$ cat config.mk
export PLATFORM = sky130hd
export DESIGN_NAME = rdcw_count_unit
export DESIGN_NICKNAME = d
export VERILOG_FILES = /design/src/hdl/rdcw_pkg.sv /design/src/hdl/rdcw_count_unit.sv
export SDC_FILE = /design/constraint.sdc
export NUM_CORES = 1
export LEC_CHECK = 0
export ABC_AREA = 1
export CORE_UTILIZATION = 35
export DETAILED_ROUTE_END_ITERATION = 6
export DONT_BUFFER_PORTS = 1
export PLACE_DENSITY = 0.54
export SKIP_LAST_GASP = 1
export SYNTH_ARGS = -nofsm -noshare
export SYNTH_HDL_FRONTEND = slang
export SYNTH_SLANG_ARGS = --single-unit
$ cat constraint.sdc
create_clock -name vclk -period 1.9
set_clock_uncertainty 0.15 [all_clocks]
set_input_delay 0.19 -clock vclk [all_inputs]
set_output_delay 0.19 -clock vclk [all_outputs]
set_load 0.01 [all_outputs]
$ cat src/hdl/rdcw_pkg.sv
package rdcw_pkg;

  localparam int unsigned ARRAY_SIZE_DEF = 1024;
  localparam int unsigned VALUE_BITS_DEF = 16;

  // Widths of the request and result fields.
  localparam int unsigned POS_FIELD_W   = 10;
  localparam int unsigned VALUE_FIELD_W = 16;
  localparam int unsigned COUNT_FIELD_W = 11;

  typedef enum logic {
    REQ_WRITE = 1'b0,
    REQ_QUERY = 1'b1
  } req_type_e;

  typedef enum logic {
    CNT_ADD    = 1'b0,
    CNT_REMOVE = 1'b1
  } cnt_op_e;

  typedef enum logic [2:0] {
    S_CLEAR,
    S_IDLE,
    S_WSTART,
    S_WALK,
    S_ELEM,
    S_OCC,
    S_WADD,
    S_OUT
  } state_e;

endpackage

$ cat src/hdl/rdcw_count_unit.sv
module rdcw_count_unit #(
  parameter int unsigned CW = 11
) (
  input  rdcw_pkg::cnt_op_e op_i,
  input  logic [CW-1:0]     cnt_i,
  input  logic [CW-1:0]     total_i,
  output logic [CW-1:0]     cnt_o,
  output logic [CW-1:0]     total_o,
  output logic              we_o
);

  logic cnt_zero;
  logic cnt_one;

  assign cnt_zero = (cnt_i == '0);
  assign cnt_one  = (cnt_i == CW'(1));

  // Adding a value that was absent raises the distinct total; removing its
  // last occurrence lowers it. Removing an absent value changes nothing.
  always_comb begin
    cnt_o   = cnt_i;
    total_o = total_i;
    we_o    = 1'b0;
    case (op_i)
      rdcw_pkg::CNT_ADD: begin
        cnt_o = cnt_i + CW'(1);
        we_o  = 1'b1;
        if (cnt_zero) begin
          total_o = total_i + CW'(1);
        end
      end
      rdcw_pkg::CNT_REMOVE: begin
        if (!cnt_zero) begin
          cnt_o = cnt_i - CW'(1);
          we_o  = 1'b1;
          if (cnt_one) begin
            total_o = total_i - CW'(1);
          end
        end
      end
      default: begin
        we_o = 1'b0;
      end
    endcase
  end

endmodule
# Word level (Yosys, flattened, before mapping)
# Cells that the tools add are included.
[classes]
add_sub_neg = 4
eq_ne = 1
muxes = 8
n_bitwise = 1
n_reduce_logical = 1
[op_table]
columns = ["operator", "count"]
rows = [
  ["$mux 11", 4],
  ["$pmux 11 s2", 2],
  ["$add 11x1->11 const B", 2],
  ["$sub 11x1->11 const B", 2],
  ["$eq 11x1->1 const B", 1],
  ["$logic_not 11->1", 1],
  ["$pmux 1 s2", 1],
  ["$mux 1", 1],
  ["$not 1->1", 1],
]
[word_totals]
regBits = 0
out_inout_bits = 23

# Longest topological paths before layout
[logic_depth]
ltp_word = 4
mapped_depth = 10
mapped_depth_nobuf = 10

# Worst setup path before layout
# Ideal clock, no wire load.
[synth_path]
path_kind = "in2out"
from = "input port cnt_i[1]"
to = "output port cnt_o[3]"
arrival_time_ns = 1.297
slack_ns = 0.263
cell_stages = 9
cell_sequence = "inv_1 ha_1 nand3_2 nor2_4 nand2_2 inv_2 nand2_2 nand3_2 xor2_1"
[synth_via]
elab_chain_len = 3
word_cells_on_any_way = 5
[synth_rtl]
columns = ["element", "line", "source"]
rows = [
  ["start, declared", "rdcw_count_unit.sv:5", "input logic [CW-1:0] cnt_i,"],
  ["$sub 11x1->11 or $logic_not 11->1 (tied branches)", "rdcw_count_unit.sv:34, rdcw_count_unit.sv:15", ""],
  ["$mux 11", "rdcw_count_unit.sv:33", "if (!cnt_zero) begin"],
  ["$pmux 11 s2 (*)", "rdcw_count_unit.sv:24", "case (op_i)"],
  ["end, declared", "rdcw_count_unit.sv:7", "output logic [CW-1:0] cnt_o,"],
]
# Every way passes the cells marked *; elsewhere a longest branch is shown, timed or not.

# Worst setup path after layout
# Same ends and word-level chain as after synthesis.

==> results.txt <==
- The worst-case IR drop observed on VDD is 0.03680 mV.
- Total number of vias: 1235
- Sequential cells were found to cover 0% of the synthesized design area.
- Summing all flip-flop and latch instances after layout gives 0 um^2.
- Antenna diode count: 0
- Setup violations remaining at the end of the flow were counted as 0.
- The worst path uses 93.43% of the clock period.
- The number of antenna violations at the first check in global routing came to 0.
- Final cell utilization of the core: 39.36%
- Final hold viol count: 0
- Number of nets in the layout: 230
- Initial Utilization: between 30% and 40%
* Synth top area share: 21.78%
- In this run the remaining antenna-violating nets after routing total 0.
- WP data required: 1.56 ns
* Upper clock frequency limit: 563.3 MHz
* Gr usage total: 16.65%
- Post-layout power: 0.0001357 W
- Synthesized area: 1069 um^2
- Clkbuf count: 0
* Area growth, synth to finish: 4.216%
* First-pass iteration count of the detailed router: 6
- Syn Inst Count: 201
- Buffers placed on the I/O ports in this run total 0.
- For the worst setup path, the data arrival time is ~1.4 ns.
* Worst rel slew slack: 77.68%
- Counting I/O delays and the setup requirement, the final critical path takes 1.775 ns.
* Post-Route WL: between 2 and 3 mm
- RSZ-0062 raised after global routing: no
* Hold Path Class: primary input to output pin
* Instance count after placement with tap cells included: 231
* Global-route wire length before repair: 4.609 mm
- The via count of the first global-routing pass came to 1098.
- Most instantiated library cell after synthesis: nand2_1
* Crit Path Max Fanout: 4
* Die Height: ~57 um
- Core area: 2829 um^2
- Traced cell by cell, the critical path runs through inv_1 > ha_1 > nand3_2 > nor2_4 > nand2_2 > inv_2 > nand2_2 > nand3_2 > xor2_2.
- Number of instances on the worst hold path: 1
- Worst hold slack: between 0.3 and 0.4 ns
- Seq Cell Count: 0
- Pleak: 0.6025 nW
- Stage delay of the slowest cell on the critical path: roughly 0.21 ns
- Per-instance average area after synthesis: 5.316 um^2
- STA classifies the critical path startpoint as a primary input.
* Startpoint of the worst hold path: total_i[0]
- The post-route netlist has between 10% and 20% of its cells at a drive strength greater than 1.
- Final total negative setup slack: 0 ns
- The number of nets in the synthesized netlist is between 200 and 250.
- Cell types with the largest area share after synthesis: nand2_1 (22%), nand3_1 (12%), inv_1 (9.8%)
- In the routed design, unresolved DRC markers number 2.
- Final weighted congestion in routability-driven placement: 0.8007
- Post-CTS Hold Buffers: 0
- Total gr overflow: 0
* I/O pin count: between 40 and 50
- CP endpoint kind: output pin
* Die Span X: 57.26 um
- Entering global routing, the biggest net connects 15 pins.
- The flow ran to the end, but the final reports show violations.
- The checks that failed: DRC.
- During synthesis, Yosys emitted a total of 0 warnings.
- The slowest stage of the critical path is the xor2_2 cell.
* Ratio of total power to cell area: 121.9 nW/um^2
- Summed over all nets, the half-perimeter wirelength after detailed placement is approximately 2.3 mm.
- Row count: 19
- Routed wire per std cell: 11.68 um
- nand2_1 takes more of the synthesized area than any other cell.
* Worst hold path endpoint: total_o[0]
- The die covers around 3300 um^2.
- Per-cell via count in the routed design: approximately 5.3
* Post-synthesis cell type count: 27
- By count the netlist is led by nand2_1 (62), inv_1 (28), nand3_1 (25), nor2_1 (16), inv_2 (10).
* Final Slew Violations: 0
- The tool flagged a number of max-cap violations equal to 0.
- Worst-margin pin slew: 0.3410 ns
* Number of DRC markers after the initial detailed-route iteration: 45
- After the flow finishes, the layout carries non-filler instances totaling approximately 230.
* Setup CP Type: primary input to output pin
[area by class of cell]
cell class                      instances  area (um^2)
Multi-Input combinational cell        162        932.1
Inverter                               38        142.6
Tap cell                               31        38.79
Fill cell                             322         1715
[report_power, final]
group	switching, W	total [W]	leakage [nW]	internal [W]
logic	0.0000911	0.000136	0.603	0.0000446
registers	0	0	0	0
clock network	0	0	0	0
[cell usage in the layout (no fill, tap or decap), drive strengths merged]
cell type  Yosys  routed
ha             5       5
o221ai         1       1
xor2           8       8
a21oi          2       2
o21ai          6       6
nor3           5       5
nand2         68      68
nand3b         2       2
nor2          24      24
nand4          3       3
nand3         30      30
nor4           1       1
inv           38      38
nor3b          1       1
o211ai         1       1
o22ai          5       5
[per-stage QoR]
stage / setup slack [ns] / instance area (um^2)
5_1_grt: 0.01424 / 1114
4_1_cts: 0.1042 / 1104
2_1_floorplan: 0.2635 / 1069
3_5_place_dp: 0.1157 / 1104
6_report: 0.1247 / 1114
3_3_place_gp: 0.1412 / 1104
[logic make-up (layout without fill, tap and decap cells)]
group	Yosys count	in the layout	share of synthesized area, %
adder cells (fa/ha/maj)	5	5	5.855
AO/OA/AOI/OAI	15	15	8.196
XOR/XNOR	8	8	6.558
buffers and inverters	39	38	13.70
AND/OR/NAND/NOR	134	134	65.69
[worst max-delay path, delay by kind of cell]
family	cells	cell delay (ns)
buffers and inverters	2	0.18
and+or+nand+nor	5	0.64
adders and majority gates	1	0.20
xor gates and xnor gates	1	0.21
[per-layer routing]
layer,share of wire [%],global-route usage (%),vias up
li1,-,-,640
met1,43,23.90,548
met2,49,28.74,43
met3,6.9,1.587,4
met4,0.44,0,0
met5,0,0,-
[worst max path at each step]
stage,startpoint,end,slack [ns],cells past startpoint
2_1_floorplan,cnt_i[1],cnt_o[3],0.26,9
3_3_place_gp,cnt_i[1],cnt_o[3],0.14,9
3_5_place_dp,cnt_i[1],cnt_o[3],0.12,9
4_1_cts,cnt_i[1],cnt_o[3],0.10,9
5_1_grt,cnt_i[1],cnt_o[3],0.01,9
6_report,cnt_i[1],cnt_o[3],0.12,9
[timing repair]
item / 4_1_cts / 5_1_grt
setup buffers: 0 / 0
gates resized for setup: 0 / 2
endpoints found under the setup margin: 0 / 3
Note: power is estimated with default switching activity, not from simulation.
